==> config.mk <==
export PLATFORM = sky130hd
export DESIGN_NAME = rlt_rules
export DESIGN_NICKNAME = d
export VERILOG_FILES = /design/src/hw/rtl/rlt_pkg.sv /design/src/hw/rtl/rlt_rules.sv
export SDC_FILE = /design/constraint.sdc
export NUM_CORES = 1
export LEC_CHECK = 0
export BUFFER_PORTS_ARGS = -buffer_cell sky130_fd_sc_hd__buf_4
export CAP_MARGIN = 25
export CORE_MARGIN = 2
export CORE_UTILIZATION = 57
export DETAILED_ROUTE_END_ITERATION = 10
export PLACE_DENSITY = 0.95
export SYNTH_ARGS = -nofsm -noshare
export SYNTH_HDL_FRONTEND = slang
export SYNTH_SLANG_ARGS = --single-unit
==> constraint.sdc <==
create_clock -name vclk -period 2.8
set_input_delay 0.42 -clock vclk [all_inputs]
set_output_delay 0.42 -clock vclk [all_outputs]
set_load 0.005 [all_outputs]
==> src/hw/rtl/rlt_pkg.sv <==
// Shared types and codes for the region lifecycle table.
// Request codes, region state encoding and the per-word status flags.
// No dependencies.
package rlt_pkg;

    // Transition request codes
    typedef enum logic [3:0] {
        F_ALLOC     = 4'd0,
        F_BYPASS    = 4'd1,
        F_HUMSTART  = 4'd2,
        F_HUMCONT   = 4'd3,
        F_PIN       = 4'd4,
        F_UNPIN     = 4'd5,
        F_CSET      = 4'd6,
        F_TRASH     = 4'd7,
        F_EMPTYCOMM = 4'd8,
        F_UNCOMMIT  = 4'd9
    } func_t;

    // Region lifecycle states; empty uncommitted is all zeros (reset value)
    typedef enum logic [2:0] {
        ST_EU    = 3'd0,
        ST_EC    = 3'd1,
        ST_REG   = 3'd2,
        ST_HS    = 3'd3,
        ST_HC    = 3'd4,
        ST_CSET  = 3'd5,
        ST_TRASH = 3'd6,
        ST_PIN   = 3'd7
    } region_state_t;

    localparam int STATE_W = 3;
    localparam int PINS_OUT_W = 16;

    // Status flags reported with each result word
    typedef struct packed {
        logic granted;
        logic commit;
        logic uncommit;
        logic stamp;
        logic illegal;
    } rlt_flags_t;

endpackage

==> src/hw/rtl/rlt_rules.sv <==
// Transition rules of the region lifecycle table: next state, next pin count, flags.
// Pure combinational. Depends on rlt_pkg.
module rlt_rules #(
    parameter int PIN_WIDTH = 16
) (
    input  logic [3:0]              func,
    input  rlt_pkg::region_state_t  cur_state,
    input  logic [PIN_WIDTH-1:0]    cur_pins,
    output rlt_pkg::region_state_t  nxt_state,
    output logic [PIN_WIDTH-1:0]    nxt_pins,
    output rlt_pkg::rlt_flags_t     flags
);

    logic ok;
    logic grant;
    logic commit;
    logic uncommit;
    logic stamp;
    rlt_pkg::region_state_t ns;
    logic [PIN_WIDTH-1:0] np;

    // apply the request to the current entry
    always_comb
    begin
        ok       = 1'b1;
        grant    = 1'b1;
        commit   = 1'b0;
        uncommit = 1'b0;
        stamp    = 1'b0;
        ns       = cur_state;
        np       = cur_pins;
        case (func)
            rlt_pkg::F_ALLOC:
            begin
                if (cur_state == rlt_pkg::ST_EU || cur_state == rlt_pkg::ST_EC)
                begin
                    commit = (cur_state == rlt_pkg::ST_EU);
                    ns     = rlt_pkg::ST_REG;
                end
                else if (cur_state == rlt_pkg::ST_REG || cur_state == rlt_pkg::ST_PIN)
                begin
                    grant = 1'b0;
                end
                else
                begin
                    ok = 1'b0;
                end
            end
            rlt_pkg::F_BYPASS:
            begin
                if (cur_state == rlt_pkg::ST_EU || cur_state == rlt_pkg::ST_EC ||
                    cur_state == rlt_pkg::ST_CSET)
                begin
                    commit = (cur_state == rlt_pkg::ST_EU);
                    ns     = rlt_pkg::ST_REG;
                end
                else if (cur_state != rlt_pkg::ST_REG && cur_state != rlt_pkg::ST_PIN)
                begin
                    ok = 1'b0;
                end
            end
            rlt_pkg::F_HUMSTART, rlt_pkg::F_HUMCONT:
            begin
                if (cur_state == rlt_pkg::ST_EU || cur_state == rlt_pkg::ST_EC)
                begin
                    commit = (cur_state == rlt_pkg::ST_EU);
                    ns     = (func == rlt_pkg::F_HUMSTART) ? rlt_pkg::ST_HS : rlt_pkg::ST_HC;
                end
                else
                begin
                    ok = 1'b0;
                end
            end
            rlt_pkg::F_PIN:
            begin
                if (cur_state == rlt_pkg::ST_REG || cur_state == rlt_pkg::ST_PIN)
                begin
                    // refuse a pin that would wrap the count
                    if (&cur_pins)
                    begin
                        ok = 1'b0;
                    end
                    else
                    begin
                        ns = rlt_pkg::ST_PIN;
                        np = cur_pins + PIN_WIDTH'(1);
                    end
                end
                else if (cur_state != rlt_pkg::ST_HS && cur_state != rlt_pkg::ST_HC)
                begin
                    ok = 1'b0;
                end
            end
            rlt_pkg::F_UNPIN:
            begin
                if (cur_state == rlt_pkg::ST_PIN)
                begin
                    // a pinned entry with zero count just drops back to regular
                    if (cur_pins != '0)
                    begin
                        np = cur_pins - PIN_WIDTH'(1);
                    end
                    if (cur_pins <= PIN_WIDTH'(1))
                    begin
                        ns = rlt_pkg::ST_REG;
                    end
                end
                else if (cur_state != rlt_pkg::ST_REG && cur_state != rlt_pkg::ST_HS &&
                         cur_state != rlt_pkg::ST_HC)
                begin
                    ok = 1'b0;
                end
            end
            rlt_pkg::F_CSET:
            begin
                if (cur_state == rlt_pkg::ST_REG)
                begin
                    ns = rlt_pkg::ST_CSET;
                end
                else if (cur_state != rlt_pkg::ST_CSET)
                begin
                    ok = 1'b0;
                end
            end
            rlt_pkg::F_TRASH:
            begin
                if (cur_state == rlt_pkg::ST_CSET || cur_state == rlt_pkg::ST_HS ||
                    cur_state == rlt_pkg::ST_HC || cur_state == rlt_pkg::ST_REG)
                begin
                    ns = rlt_pkg::ST_TRASH;
                end
                else if (cur_state != rlt_pkg::ST_TRASH)
                begin
                    ok = 1'b0;
                end
            end
            rlt_pkg::F_EMPTYCOMM:
            begin
                if (cur_state == rlt_pkg::ST_TRASH)
                begin
                    ns    = rlt_pkg::ST_EC;
                    stamp = 1'b1;
                end
                else if (cur_state != rlt_pkg::ST_EC)
                begin
                    ok = 1'b0;
                end
            end
            rlt_pkg::F_UNCOMMIT:
            begin
                if (cur_state == rlt_pkg::ST_EC)
                begin
                    ns       = rlt_pkg::ST_EU;
                    uncommit = 1'b1;
                end
                else if (cur_state == rlt_pkg::ST_EU)
                begin
                    grant = 1'b0;
                end
                else
                begin
                    ok = 1'b0;
                end
            end
            default:
            begin
                ok = 1'b0;
            end
        endcase

        // refused request: entry unchanged, all outcome flags cleared
        if (!ok)
        begin
            ns       = cur_state;
            np       = cur_pins;
            grant    = 1'b0;
            commit   = 1'b0;
            uncommit = 1'b0;
            stamp    = 1'b0;
        end
    end

    assign nxt_state      = ns;
    assign nxt_pins       = np;
    assign flags.granted  = grant;
    assign flags.commit   = commit;
    assign flags.uncommit = uncommit;
    assign flags.stamp    = stamp;
    assign flags.illegal  = !ok;

endmodule

==> impl_results.md <==
- Type of origin of the critical path: input port
- Relative slew slack: 0.592
- Outcome: completed
- Seq_cells: 0
- Layout area overhead: 32.1%
- First-pass DRT Iterations: 9
- Slowest CP cell: o211ai_1
- Final setup violating endpoints: 0
- Total track usage: 0.369
- Worst path required time: 2.38 ns
- CLK BUF: 0
- Non-Filler Instances: 389
- Hold-fix buffers, CTS: 0
- DP HPWL: 5080 um
- Buffers added on ports: 47
- Most used cell, CP: buf_4
- Yosys cell types: 63
- Worst Setup EP: nxt_pins[11]
- Period minus WS final: 2.80 ns
- Number of vias per cell: 7.49
- First-pass GRT wire length: 10,800 um
- Initial core utilization: 0.593
- Hold Vio Cnt, Final: 0
- Sequential cell area: 0 um2
- WL/cell: 18.9 um
- DIE WIDTH: 60.1 um
- Mapped Cells: 294
- CORE AREA: 3030 um2
- Placer Congestion: 1.05
- Synth area leaders: nand2_1, o21ai_0, a21oi_1
- Die footprint: 3610 um2
- Share of cells above drive strength 1: 0.296
- Largest net degree at the start of global routing: 19
- VDD IR-drop max: 0.0000738 V
- Num ports: 47
- Max-cap violations: 0
- Mapped Avg Cell Area: 6.10 um2
- Fin Hold WS: 1.19 ns
- Pins Over Slew Limit: 0
- # DRC: 0
- Tcrit/Tclk final: 0.999
- Vias in the first global route: 2,438
- Largest stage delay, worst path: 0.42 ns
- Final ANT Viol Nets: 0
- Initial antenna violation count: 0
- Syn Nets: 321
- Routed via count: 2,913
- Cell accounting for the most synthesized area: nand2_1
- Hold WC Path Type: in2out
- Site Rows: 20
- Cell area power density: 130 nW/um2
- Worst setup EP type: primary output
- Mapped Area: 1790 um2
- Placed insts: 386
- Ys Warns: 0
- NumNets Final: 374
- Critical path arrival: 2.38 ns
- Routed WL: 7360 um
- # diodes: 0
- GRT overflow: 0
- Leak: 0.947 nW
- Critical Path Source: cur_pins[12]
- # fillers: 196
- Initial DRC count: 656
- Sequential cell area fraction in the yosys report: 0
- FMAX: 358 MHz
- Worst Path Class, Setup: in2out
- Slew @ Worst Pin: 0.611 ns
- Final Power: 0.000307 W
- Die Y: 60.1 um
- Synth top area share: 0.0669
- Critical path peak fanout: 9
- Crit-path cells: buf_4 -> buf_4 -> nor4_2 -> nand3b_1 -> o211ai_1 -> buf_4 -> o32ai_2 -> a22o_1 -> buf_4
==> how the worst min path moves through the flow <==
stage,depth (start not counted),slack [ns],to,startpoint
floorplan,2,0.94,nxt_pins[9],cur_pins[9]
global placement,4,1.17,nxt_pins[9],cur_pins[9]
detailed placement,4,1.18,nxt_pins[9],cur_pins[9]
CTS,4,1.18,nxt_pins[9],cur_pins[9]
global route,4,1.24,nxt_pins[9],cur_pins[9]
finish,4,1.19,nxt_pins[9],cur_pins[9]
==> layer usage <==
layer,vias up,share of wire,track usage
met3,83,0.16,0.0455
met4,0,0.067,0.152
met2,338,0.42,0.571
met1,1268,0.35,0.510
li1,1224,-,-
met5,-,0,0
==> timing repair <==
| item | 4_1_cts | 5_1_grt |
|---|---|---|
| setup buffers | 1 | 2 |
| pin swaps | 0 | 6 |
| resized for setup | 0 | 9 |
| endpoints found under the setup margin | 1 | 14 |
==> cell type report <==
cell class / instances / area, um2 / share of cell area
Timing Repair Buffer: 85 / 642 / 0.271
Inverter: 10 / 37.5 / 0.0158
Multi-Input combinational cell: 250 / 1640 / 0.690
Tap cell: 44 / 55.1 / 0.0232
==> per-stage QoR <==
step / setup WS, ns / setup TNS (ns) / cell area [um2] / util
after global routing: -0.0362 / -0.0657 / 2370 / 0.783
after CTS: 0.0174 / 0 / 2300 / 0.760
after detailed placement: -0.00752 / -0.00752 / 2290 / 0.757
after global placement: 0.0538 / 0 / 2290 / 0.757
final: 0.00308 / 0 / 2370 / 0.783
after floorplan: 0.216 / 0 / 1790 / -
==> synth_stat cells, types with 2 or more instances <==
cell type / instances
a21o_1: 2
a21oi_1: 16
a221oi_1: 2
a22o_1: 5
a22oi_1: 3
a311oi_1: 3
a31oi_1: 6
a32o_1: 4
a32oi_1: 3
a41oi_1: 2
and2_1: 2
and3_1: 6
and4_1: 4
buf_2: 11
buf_4: 4
buf_6: 2
clkbuf_1: 17
ha_1: 4
inv_1: 10
mux2i_1: 2
nand2_1: 32
nand2b_1: 4
nand3_1: 10
nand3b_1: 2
nand4_1: 10
nor2_1: 19
nor2b_1: 9
nor3_1: 14
nor4_1: 7
nor4b_1: 2
o2111a_1: 2
o2111ai_1: 2
o211ai_1: 4
o21ai_0: 23
o221ai_1: 2
o22ai_1: 7
o31ai_1: 2
or3_1: 6
xnor2_1: 3
xor2_1: 3
==> cells in the final DEF (no fill, tap or decap), types with 3 or more instances in the layout <==
cell | Yosys | layout
nor4_1 | 7 | 5
nor2_1 | 19 | 19
inv_1 | 10 | 10
a22oi_1 | 3 | 3
nor4_2 | 1 | 3
a32o_1 | 4 | 4
a31oi_1 | 6 | 6
nor2b_1 | 9 | 9
a22o_1 | 5 | 5
and4_1 | 4 | 4
a311oi_1 | 3 | 3
o211ai_1 | 4 | 4
o21ai_0 | 23 | 23
nor3_1 | 14 | 13
xnor2_1 | 3 | 3
xor2_1 | 3 | 3
and3_1 | 6 | 6
a21oi_1 | 16 | 16
nand2b_1 | 4 | 4
nand4_1 | 10 | 10
a32oi_1 | 3 | 3
nand2_1 | 32 | 32
o22ai_1 | 7 | 7
buf_4 | 4 | 84
ha_1 | 4 | 4
nand3_1 | 10 | 10
or3_1 | 6 | 6
==> power by group <==
part           switching (W)  internal, W  leakage (nW)
logic               0.000171     0.000137         0.947
clock network              0            0             0
registers                  0            0             0
total               0.000171     0.000137         0.947
==> cell families (layout without fill, tap and decap cells) <==
kind of cell | Yosys count | in the layout | share of synthesized area
compound gates | 95 | 95 | 0.365
fa+ha+maj | 4 | 4 | 0.0279
mux | 2 | 2 | 0.0112
simple gates | 143 | 143 | 0.450
xor+xnor | 6 | 6 | 0.0293
buf+inv | 44 | 95 | 0.116
==> critical path, delay by kind of cell <==
family | cells | cell delay [ns]
buffers and inverters | 4 | 0.61
AOI/OAI and AO/OA | 3 | 0.76
and+or+nand+nor | 2 | 0.58
Power figures use the tool's default switching activity.
