===== config.mk =====
export PLATFORM = sky130hd
export DESIGN_NAME = rlt_ram
export DESIGN_NICKNAME = d
export VERILOG_FILES = /design/src/hw/rtl/rlt_ram.sv
export SDC_FILE = /design/constraint.sdc
export NUM_CORES = 1
export LEC_CHECK = 0
export ABC_AREA = 1
export BUFFER_PORTS_ARGS = -buffer_cell sky130_fd_sc_hd__buf_2
export CAP_MARGIN = 20
export CORE_MARGIN = 4
export CORE_UTILIZATION = 50
export DETAILED_ROUTE_END_ITERATION = 16
export PLACE_DENSITY = 0.67
export SETUP_SLACK_MARGIN = 0.02
export SLEW_MARGIN = 20
export SYNTH_ARGS = -nofsm -noshare
export SYNTH_HDL_FRONTEND = slang
export SYNTH_SLANG_ARGS = --single-unit

===== constraint.sdc =====
create_clock -name clk -period 2.8 [get_ports clk]
set_clock_uncertainty 0.2 [all_clocks]
set_input_delay 0.84 -clock clk [delete_from_list [all_inputs] [get_ports clk]]
set_output_delay 0.84 -clock clk [all_outputs]
set_load 0.05 [all_outputs]

===== src/hw/rtl/rlt_ram.sv =====
// Generic single-write, single-read synchronous RAM with registered read data.
// Used for the region entry table. No dependencies.
module rlt_ram #(
    parameter int WIDTH = 8,
    parameter int DEPTH = 16
) (
    input  logic                                     clk,
    input  logic                                     we,
    input  logic [((DEPTH > 1) ? $clog2(DEPTH) : 1)-1:0] waddr,
    input  logic [WIDTH-1:0]                         wdata,
    input  logic                                     re,
    input  logic [((DEPTH > 1) ? $clog2(DEPTH) : 1)-1:0] raddr,
    output logic [WIDTH-1:0]                         rdata
);

    logic [WIDTH-1:0] mem [DEPTH];

    // write port
    always_ff @(posedge clk)
    begin
        if (we)
        begin
            mem[waddr] <= wdata;
        end
    end

    // registered read port; data holds while re is low
    always_ff @(posedge clk)
    begin
        if (re)
        begin
            rdata <= mem[raddr];
        end
    end

endmodule


==> results of run 1 <==
==> path summary, 6_finish.rpt <==
path                            startpoint       end  slack (ns)  cells after the start
worst max-delay path              rdata[0]  rdata[0]        0.69                      1
worst min-delay path            mem[10][3]  rdata[3]        0.56                      6
worst max register to register   mem[1][2]  rdata[2]        1.45                      6
worst min register to register  mem[10][3]  rdata[3]        0.56                      6
==> power breakdown <==
| part | internal (W) | total, W | switching [W] |
|---|---|---|---|
| Clock | 0.00140 | 0.00225 | 0.000851 |
| Combinational | 0.0000784 | 0.000299 | 0.000221 |
| Sequential | 0.00229 | 0.00231 | 0.0000147 |
==> logic make-up (layout without fill, tap and decap cells) <==
group,count (synthesis),in the layout
AND/OR/NAND/NOR,289,289
flip-flops,136,136
buffers and inverters,126,176
==> worst min-delay path, cell delays in order (launching register included) <==
cell	delay (ns)
edfxtp_1	0.32
nand2_1	0.05
nand2_1	0.05
nand2_1	0.05
nand3_1	0.07
nand3_1	0.06
nand2_1	0.06
==> registers in the layout, indices dropped and copies added (netlist names) <==
signal	cells
mem	128
rdata	8
==> layout make-up <==
type | count | share of cell area, %
Clock buffer | 17 | 6.32
Clock inverter | 15 | 2.60
Inverter | 102 | 5.68
Multi-Input combinational cell | 289 | 18.0
Sequential cell | 136 | 60.6
Tap cell | 143 | 2.66
Timing Repair Buffer | 42 | 4.09
==> through the flow <==
stage	util [%]	hold WS [ns]	worst slack [ns]	power (W)	cells
5_1_grt	59.0	0.582	0.661	0.00501	744
4_1_cts	59.0	0.556	0.669	0.00488	744
3_5_place_dp	53.7	0.538	0.493	0.00265	712
6_report	59.0	0.558	0.690	0.00486	744
2_1_floorplan	-	0.483	0.809	0.00254	551
3_3_place_gp	53.7	0.545	0.521	0.00265	712
==> metal layers <==
layer  GRT usage (%)  up-vias  wire length (um)
li1                -     1851                 -
met1            28.9     1858              5790
met2            32.8      135              6080
met3            3.63       23               750
met4            8.58        0               247
met5               0        -                 0
==> cell usage in the layout (no fill, tap or decap) <==
| cell | count |
|---|---|
| buf_12 | 2 |
| buf_2 | 26 |
| buf_4 | 14 |
| bufinv_16 | 3 |
| clkbuf_16 | 17 |
| clkinv_2 | 4 |
| clkinv_4 | 1 |
| clkinvlp_4 | 4 |
| edfxtp_1 | 136 |
| inv_1 | 100 |
| inv_2 | 2 |
| inv_6 | 3 |
| nand2_1 | 173 |
| nand3_1 | 97 |
| nand3b_1 | 2 |
| nor2_1 | 17 |
==> summary.md, run 1 <==
| Metric | Value |
|---|---|
| Outcome | `complete, no violations` |
| CTS Hold Bufs | `0` |
| Via count | `3867` |
| Fillers | `930` |
| Synth Area in Simple Gates | `just over 20%` |
| Final setup fails | `0` |
| Synth Area per Inst | `roughly 11 um^2` |
| Placed Instance Area | `~0.0061 mm^2` |
| GRT Total Usage | `20.8%` |
| Syn Inst Count | `between 500 and 600` |
| Critical Path RT | `between 1.5 and 2 ns` |
| Max-cap violations | `0` |
| Ys Warns | `0` |
| Worst Setup Path Type | `reg -> out` |
| Unique masters post-synth | `11` |
| Vias/cell | `roughly 5.2` |
| Num rows | `39` |
| Xor/xnor share of the synthesized area | `0%` |
| Slew Limit Fails | `0` |
| # clock sinks | `136` |
| Critical path startpoint category | `flop` |
| Pwr/cell area | `722 mW/mm^2` |
| Die Wd | `116 um` |
| Adder and majority cell fraction of the synthesized area | `0%` |
| Mux share of post-synthesis cell area | `0%` |
| Top-area cell type share of the netlist area | `69.8%` |
| Seq. cell area | `0.00408 mm^2` |
| Sequential share of the synthesized area | `69.8%` |
| Core Box Area | `0.0114 mm^2` |
| CTS Buf Count | `17` |
| Asr flop ratio synth | `0%` |
| Setup TNS | `0 ns` |
| Clk_lat worst skew | `0.42 ns` |
| Die height | `116 um` |
| Main combinational cell family by area after synthesis | `simple AND/OR/NAND/NOR gates` |
| Post-synth top flop | `edfxtp_1` |
| TritonCTS clock tree | `built` |
| Slew @ Worst Pin | `about 0.68 ns` |
| Antenna viol nets, final | `0` |
| HPWL Detailed | `8000 um` |
| Routed wire per std cell | `~17 um` |
| # Post-CTS Setup Buffers | `0` |
| DR iter-0 viols | `417` |
| Period utilization | `75.4%` |
| I/O Pins | `27` |
| Critical Path AT | `1.07 ns` |
| CTS max path bufs | `2` |
| H-tree depth | `4` |
| Max Fclk | `474 MHz` |
| Leak | `2.91 nW` |
| CP Buf/Inv Count | `1` |
| Die ar. | `0.0135 mm^2` |
| Area growth syn-to-layout | `15.2%` |
| Initial core utilization | `between 50% and 60%` |
| Worst VDD drop | `0.368 mV` |
| Number of flops mapped to enable cells by yosys | `136` |
| Slowest cell on crit path | `edfxtp_1` |
| Final hold vios | `0` |
| Worst-path maximum fanout | `1` |
| Tightest Hold Check Type | `reg -> reg` |
| Slowest stage delay, CP | `0.37 ns` |
| Synth top area cells | `edfxtp_1 70%, nand2_1 11%, nand3_1 8.3%` |
| Post-layout nets | `between 600 and 700` |
| Synth Register Bits | `roughly 140` |
| Routability cong. | `0.878` |
| Grt total ovfl | `0` |
| Fraction of layout cells with a size suffix above 1 | `12.6%` |
| TritonRoute pass-1 iters | `5` |
| Post-synthesis compound-gate area fraction | `0%` |
| Cell area after synthesis | `0.00585 mm^2` |
| CP top delay family | `flip-flops` |
| Port bufs | `26` |
| Total detailed-routing wirelength | `12900 um` |
| Most frequent cell after synthesis | `nand2_1` |
| Vias in the first global route | `3791` |
| RSZ-0062 raised after global routing | `no` |
| Root Buffer | `clkbuf_16` |
| Largest net degree at the start of global routing | `65` |
| Synth area leader | `edfxtp_1` |
| N_diodes | `0` |
| Final critical-path required period | `between 2 and 2.5 ns` |
| Post-route cell area | `between 0.006 and 0.007 mm^2` |
| PostCTS Resize Cnt | `0` |
| DR DRC count | `0` |
| Top post-synthesis cells by count | `173 x nand2_1, 136 x edfxtp_1, 100 x inv_1` |
| Cells along the critical path | `buf_2` |
| CP Capture Type | `output pin` |
| Multi-input logic area | `0.00121 mm^2` |
| Post-Syn Nets | `570` |
| Clock transition at path regs | `approximately 0.06 ns` |
| Max_slew headroom | `~55%` |
| Antenna violations before repair | `0` |
| First-pass GRT wire length | `20500 um` |
No activity file was read; power rests on OpenSTA's default activity.
==> inputs of run 2 (changes only) <==
Settings changed: PLACE_DENSITY 0.67 to 0.7.
Clock period 2.8 ns to 1.9 ns, I/O delays scaled along.
==> run 2 against run 1 <==
Count of clock-buffer cells in the layout grew 1. Sequential power grew 47%. Critical endpoint is now rdata[4]. First-iteration DRC count shrank 13%. Routed wire length grew 2.3%. Utilization grew 1.7 points. Non-clock buffer count grew 12. Clock power grew 59%. Register-to-register slack lost 0.93 ns. Global-route usage grew 0.18 points. Critical path depth is the same. Setup slack lost 0.64 ns. Via count grew 1.7%.
==> summary.md, run 2 (synthesized netlist as in run 1, its figures left out) <==
| Metric | Value |
|---|---|
| Outcome | `complete, no violations (unchanged)` |
| CP Capture Type | `output pin (unchanged)` |
| Critical Path AT | `1.08 ns (was 1.07 ns)` |
| RSZ-0062 raised after global routing | `no (unchanged)` |
| Critical Path RT | `1.13 ns (was 1.76 ns)` |
| CP Buf/Inv Count | `1 (unchanged)` |
| Reg with most FFs | `mem (unchanged)` |
| Clock share of power | `48.0% (was 46.3%)` |
| Worst VDD drop | `0.689 mV (was 0.368 mV)` |
| # Post-CTS Setup Buffers | `0 (unchanged)` |
| Grt total ovfl | `0 (unchanged)` |
| Period utilization | `97.3%` |
| Vias in the first global route | `3881 (was 3791)` |
| Tightest Hold Check Type | `in -> reg (was reg -> reg)` |
| CTS Buf Count | `17 (unchanged)` |
| Total detailed-routing wirelength | `13200 um (was 12900 um)` |
| Max reg flops | `128 (unchanged)` |
| I/O Pins | `27 (unchanged)` |
| Cells along the critical path | `clkbuf_4 (was buf_2)` |
| CTS max path bufs | `2 (unchanged)` |
| TritonRoute pass-1 iters | `5 (unchanged)` |
| Worst Setup Path Type | `reg -> out (unchanged)` |
| Root Buffer | `clkbuf_16 (unchanged)` |
| Fraction of layout cells with a size suffix above 1 | `14.0% (was 12.6%)` |
| Regs by FF count | `mem x128, rdata x8 (unchanged)` |
| Slowest cell on crit path | `edfxtp_1 (unchanged)` |
| Pwr/cell area | `1080 mW/mm^2 (was 722 mW/mm^2)` |
| Seq. cell area | `0.00408 mm^2 (unchanged)` |
| Most frequent cells in the layout | `173 x nand2_1, 136 x edfxtp_1, 100 x inv_1, 97 x nand3_1, 25 x buf_2 (was 173 x nand2_1, 136 x edfxtp_1, 100 x inv_1, 97 x nand3_1, 26 x buf_2)` |
| First-pass GRT wire length | `20700 um (was 20500 um)` |
| Commonest non-fill, non-tap cell in the layout | `nand2_1 (unchanged)` |
| DR iter-0 viols | `363 (was 417)` |
| Die height | `116 um (unchanged)` |
| Post-layout nets | `619 (was 607)` |
| Largest net degree at the start of global routing | `53 (was 65)` |
| Core Box Area | `0.0114 mm^2 (unchanged)` |
| TritonCTS clock tree | `built (unchanged)` |
| Final core occ | `60.7% (was 59.0%)` |
| Clk_lat worst skew | `0.40 ns (was 0.42 ns)` |
| Slew @ Worst Pin | `0.609 ns (was 0.677 ns)` |
| Max_slew headroom | `59.3% (was 54.7%)` |
| Layer with the highest usage | `met2 (unchanged)` |
| Final setup fails | `0 (unchanged)` |
| Leak | `3.01 nW (was 2.91 nW)` |
| Crit path from | `rdata[4] (was rdata[0])` |
| Die Wd | `116 um (unchanged)` |
| CTS Hold Bufs | `0 (unchanged)` |
| Final critical-path required period | `roughly 1.8 ns` |
| Vias/cell | `5.20 (about the same)` |
| Post-route cell area | `0.00693 mm^2 (was 0.00674 mm^2)` |
| Reg2reg start | `mem[4][0] (was mem[1][2])` |
| Worst-path maximum fanout | `1 (unchanged)` |
| Antenna violations before repair | `0 (unchanged)` |
| Met3 Track Usage GR | `4.87% (was 3.63%)` |
| Sw frac | `21.4% (was 22.4%)` |
| Critical path startpoint category | `flop (unchanged)` |
| Slew Limit Fails | `0 (unchanged)` |
| Placed Instance Area | `0.00627 mm^2 (was 0.00613 mm^2)` |
| Multi-input logic area | `0.00121 mm^2 (unchanged)` |
| Clock transition at path regs | `0.06 ns (about the same)` |
| Slowest stage delay, CP | `0.44 ns (was 0.37 ns)` |
| Die ar. | `0.0135 mm^2 (unchanged)` |
| Combinational power share | `6.4% (was 6.2%)` |
| Max Fclk | `about 540 MHz` |
| Fillers | `913 (was 930)` |
| H-tree depth | `4 (unchanged)` |
| Met2 usage | `34.9% (was 32.8%)` |
| N_diodes | `0 (unchanged)` |
| DR DRC count | `0 (unchanged)` |
| Area growth syn-to-layout | `18.5% (was 15.2%)` |
| HPWL Detailed | `8240 um (was 8000 um)` |
| Final hold vios | `0 (unchanged)` |
| Psw | `0.00160 W (was 0.00109 W)` |
| # clock sinks | `136 (unchanged)` |
| Internal power | `0.00587 W (was 0.00377 W)` |
| CP top delay family | `flip-flops (unchanged)` |
| Sequential power share | `45.6% (was 47.5%)` |
| Final Hold Slack | `0.336 ns (was 0.558 ns)` |
| Met1 Usage GRT | `27.7% (was 28.9%)` |
| Via count | `3931 (was 3867)` |
| Hold Startpoint | `re (was mem[10][3])` |
| Port bufs | `26 (unchanged)` |
| Antenna viol nets, final | `0 (unchanged)` |
| Initial core utilization | `51.2% (unchanged)` |
| Routed wire per std cell | `17.4 um (was 17.3 um)` |
| Routability cong. | `0.857 (was 0.878)` |
| Num rows | `39 (unchanged)` |
| GRT Total Usage | `21.0% (was 20.8%)` |
| Max-cap violations | `0 (unchanged)` |
## run 2: changes by cell type in the layout (fill, tap and decap cells not counted)
cell / previous run / this run
clkbuf_4: 0 / 1
buf_12: 2 / 6
clkinv_1: 0 / 1
inv_6: 3 / 2
buf_2: 26 / 25
clkinvlp_4: 4 / 1
clkbuf_1: 0 / 1
clkinv_4: 1 / 5
bufinv_16: 3 / 5
buf_4: 14 / 22
clkinv_2: 4 / 0
## run 2: final timing paths
| check | to | depth (start not counted) | slack (ns) |
|---|---|---|---|
| worst max-delay path | rdata[4] | 1 | 0.05 |
| worst max register to register | rdata[0] | 6 | 0.52 |
| worst min register to register | rdata[1] | 6 | 0.55 |
| worst min-delay path | rdata[7] | 1 | 0.34 |
## run 2: layer usage
metal	wire length, um	up-vias	part of all wire (%)
li1	-	1879	-
met1	5280	1876	40
met2	6650	152	51
met3	989	24	7.5
met4	240	0	1.8
met5	0	-	0
## run 2: power by group through the flow
| stage | clock network (W) | registers, W | logic, W |
|---|---|---|---|
| CTS | 0.00361 | 0.00340 | 0.000482 |
| finish | 0.00358 | 0.00340 | 0.000481 |
| detailed placement | 0 | 0.00346 | 0.000476 |
| global route | 0.00374 | 0.00341 | 0.000529 |
| floorplan | 0 | 0.00351 | 0.000237 |
| global placement | 0 | 0.00346 | 0.000469 |
## run 2: what timing repair did
item                       4_1_cts  5_1_grt
resized for setup                0        1
hold endpoints to repair         0        0
setup endpoints to repair        0        1
## run 2: cell type report
cell class              count  area share [%]
clock buffers              18            6.19
inverters                 102            5.53
repair buffers             54            6.03
well taps                 143            2.58
clock inverters            14            3.21
multi-input cells         289            17.5
flip-flops and latches    136            58.9
## run 2: through the flow
stage | setup slack, ns | instances | power [W] | TNS, ns
after detailed placement | -0.110 | 724 | 0.00394 | -0.484
after global placement | -0.0746 | 724 | 0.00393 | -0.392
after CTS | 0.0414 | 756 | 0.00749 | 0
after global routing | 0.0260 | 756 | 0.00767 | 0
after floorplan | 0.179 | 551 | 0.00375 | 0
final | 0.0520 | 756 | 0.00746 | 0
==> inputs of run 3 (changes only) <==
Settings changed: CTS_BUF_LIST from default to sky130_fd_sc_hd__clkbuf_8.
==> run 3 against run 2 <==
Non-clock buffer count unchanged. Worst hold slack worse by 0.024 ns. Critical endpoint is now rdata[6]. Register-to-register slack better by 0.05 ns. Largest power group is now registers. Clock power down 25%. Critical path type unchanged. Highest routed layer unchanged.
==> summary.md, run 3 (synthesized netlist as in run 1, its figures left out) <==
| Metric | Value |
|---|---|
| Initial core utilization | `51.2% (unchanged)` |
| First-pass GRT wire length | `20300 um (was 20700 um)` |
| Most frequent cells in the layout | `173 x nand2_1, 136 x edfxtp_1, 101 x inv_1, 97 x nand3_1, 24 x buf_4 (was 173 x nand2_1, 136 x edfxtp_1, 100 x inv_1, 97 x nand3_1, 25 x buf_2)` |
| Combinational power share | `7.3% (was 6.4%)` |
| Final setup fails | `0 (unchanged)` |
| Port bufs | `26 (unchanged)` |
| Worst Reg-to-Reg Cells | `6 (unchanged)` |
| Final hold vios | `0 (unchanged)` |
| Grt total ovfl | `0 (unchanged)` |
| Layer with the highest usage | `met2 (unchanged)` |
| RSZ-0062 raised after global routing | `yes (was no)` |
| Final critical-path required period | `1.84 ns (was 1.85 ns)` |
| Slew Limit Fails | `0 (unchanged)` |
| Fillers | `960 (was 913)` |
| Root Buffer | `clkbuf_8 (was clkbuf_16)` |
| Routability cong. | `0.857 (unchanged)` |
| TritonRoute pass-1 iters | `5 (unchanged)` |
| HPWL Detailed | `8240 um (unchanged)` |
| Antenna violations before repair | `0 (unchanged)` |
| CTS Hold Bufs | `0 (unchanged)` |
| Vias in the first global route | `3800 (was 3881)` |
| Sequential power share | `51.6% (was 45.6%)` |
| Final non-filler cell total | `756 (unchanged)` |
| Leak | `2.94 nW (was 3.01 nW)` |
| Die ar. | `0.0135 mm^2 (unchanged)` |
| CP top delay family | `flip-flops (unchanged)` |
| Cells along the critical path | `buf_4 (was clkbuf_4)` |
| Levels on crit path | `1 (unchanged)` |
| Critical Path AT | `1.07 ns (was 1.08 ns)` |
| Outcome | `complete, no violations (unchanged)` |
| Clk_lat worst skew | `0.43 ns (was 0.40 ns)` |
| Clock transition at path regs | `0.08 ns (was 0.06 ns)` |
| DR DRC count | `0 (unchanged)` |
| Met1 Usage GRT | `27.2% (was 27.7%)` |
| Antenna viol nets, final | `0 (unchanged)` |
| Fraction of layout cells with a size suffix above 1 | `14.0% (unchanged)` |
| Hold Path Depth | `1 (unchanged)` |
| Slew @ Worst Pin | `0.615 ns (was 0.609 ns)` |
| # placed instances | `724 (unchanged)` |
| H-tree depth | `4 (unchanged)` |
| Core Box Area | `0.0114 mm^2 (unchanged)` |
| Critical Path RT | `1.13 ns (about the same)` |
| CP Capture Type | `output pin (unchanged)` |
| Max_slew headroom | `58.9% (was 59.3%)` |
| Max-cap violations | `0 (unchanged)` |
| Routed wire per std cell | `16.9 um (was 17.4 um)` |
| Clock share of power | `41.1% (was 48.0%)` |
| Pwr/cell area | `975 mW/mm^2 (was 1080 mW/mm^2)` |
| GRT Total Usage | `20.6% (was 21.0%)` |
| Max Fclk | `542 MHz (was 541 MHz)` |
| CTS max path bufs | `2 (unchanged)` |
| Psw | `0.00149 W (was 0.00160 W)` |
| DR iter-0 viols | `343 (was 363)` |
| Largest net degree at the start of global routing | `53 (unchanged)` |
| Met2 usage | `33.5% (was 34.9%)` |
| Tightest Hold Check Type | `in -> reg (unchanged)` |
| Post-layout nets | `619 (unchanged)` |
| Worst VDD drop | `0.518 mV (was 0.689 mV)` |
| Met3 Track Usage GR | `5.13% (was 4.87%)` |
| Worst-path maximum fanout | `1 (unchanged)` |
| CP Buf/Inv Count | `1 (unchanged)` |
| Critical path startpoint category | `flop (unchanged)` |
| Regs by FF count | `mem x128, rdata x8 (unchanged)` |
| Worst Setup Path Type | `reg -> out (unchanged)` |
| Via count | `3874 (was 3931)` |
| Total detailed-routing wirelength | `12800 um (was 13200 um)` |
| # clock sinks | `136 (unchanged)` |
| I/O Pins | `27 (unchanged)` |
| Setup TNS | `0 ns (unchanged)` |
| Internal power | `0.00509 W (was 0.00587 W)` |
| Slowest cell on crit path | `edfxtp_1 (unchanged)` |
| Die height | `116 um (unchanged)` |
| Slowest stage delay, CP | `0.43 ns (was 0.44 ns)` |
| Area growth syn-to-layout | `15.5% (was 18.5%)` |
| TritonCTS clock tree | `built (unchanged)` |
| Period utilization | `97.0% (was 97.3%)` |
| Commonest non-fill, non-tap cell in the layout | `nand2_1 (unchanged)` |
| Die Wd | `116 um (unchanged)` |
| Sw frac | `22.6% (was 21.4%)` |
| CTS Buf Count | `17 (unchanged)` |
| Vias/cell | `5.12 (was 5.20)` |
| Max reg flops | `128 (unchanged)` |
| Reg with most FFs | `mem (unchanged)` |
| Num rows | `39 (unchanged)` |
| N_diodes | `0 (unchanged)` |
==> run 3: area by class of cell <==
class / count / area [um^2] / share of cell area, %
clock buffer: 17 / 234 / 3.46
clock inverter: 15 / 226 / 3.35
inverter: 102 / 383 / 5.67
multi-input combinational: 289 / 1210 / 18.0
sequential: 136 / 4080 / 60.5
tap: 143 / 179 / 2.65
timing repair buffer: 54 / 433 / 6.41
==> run 3: worst paths after layout <==
| path | startpoint | end | slack [ns] |
|---|---|---|---|
| worst max-delay path | rdata[6] | rdata[6] | 0.06 |
| worst min-delay path | re | rdata[7] | 0.31 |
| worst max register to register | mem[6][0] | rdata[0] | 0.57 |
| worst min register to register | mem[12][1] | rdata[1] | 0.55 |
==> run 3: stage by stage <==
step           utilization, %  instance area, um^2  worst slack [ns]  total power, W  hold WS [ns]
2_1_floorplan               -                 5850             0.179         0.00375         0.469
3_3_place_gp             55.0                 6270           -0.0746         0.00393         0.522
3_5_place_dp             55.0                 6270            -0.110         0.00394         0.527
4_1_cts                  59.1                 6740            0.0328         0.00662         0.286
5_1_grt                  59.1                 6750            0.0182         0.00680         0.282
6_report                 59.1                 6750            0.0561         0.00658         0.313
==> run 3: repair_timing <==
action,4_1_cts,5_1_grt
buffers inserted,0,0
gates resized for setup,3,4
setup endpoints to repair,3,3
==> run 3: metal layers <==
| metal | up-vias | part of all wire, % |
|---|---|---|
| met5 | - | 0 |
| met4 | 0 | 1.5 |
| met3 | 17 | 8.7 |
| met2 | 162 | 49 |
| met1 | 1817 | 40 |
| li1 | 1878 | - |
==> run 3: power by group through the flow <==
stage               sequential (W)  clock [W]  combinational [W]
global placement           0.00346          0           0.000469
CTS                        0.00340    0.00274           0.000482
floorplan                  0.00351          0           0.000237
global route               0.00340    0.00287           0.000533
detailed placement         0.00346          0           0.000476
finish                     0.00340    0.00270           0.000483
==> run 3: worst register-to-register path: cells and delay by family (launching register included) <==
family,cells,cell delay (ns)
and+or+nand+nor,5,0.46
DFF,1,0.37
buffers and inverters,1,0.06
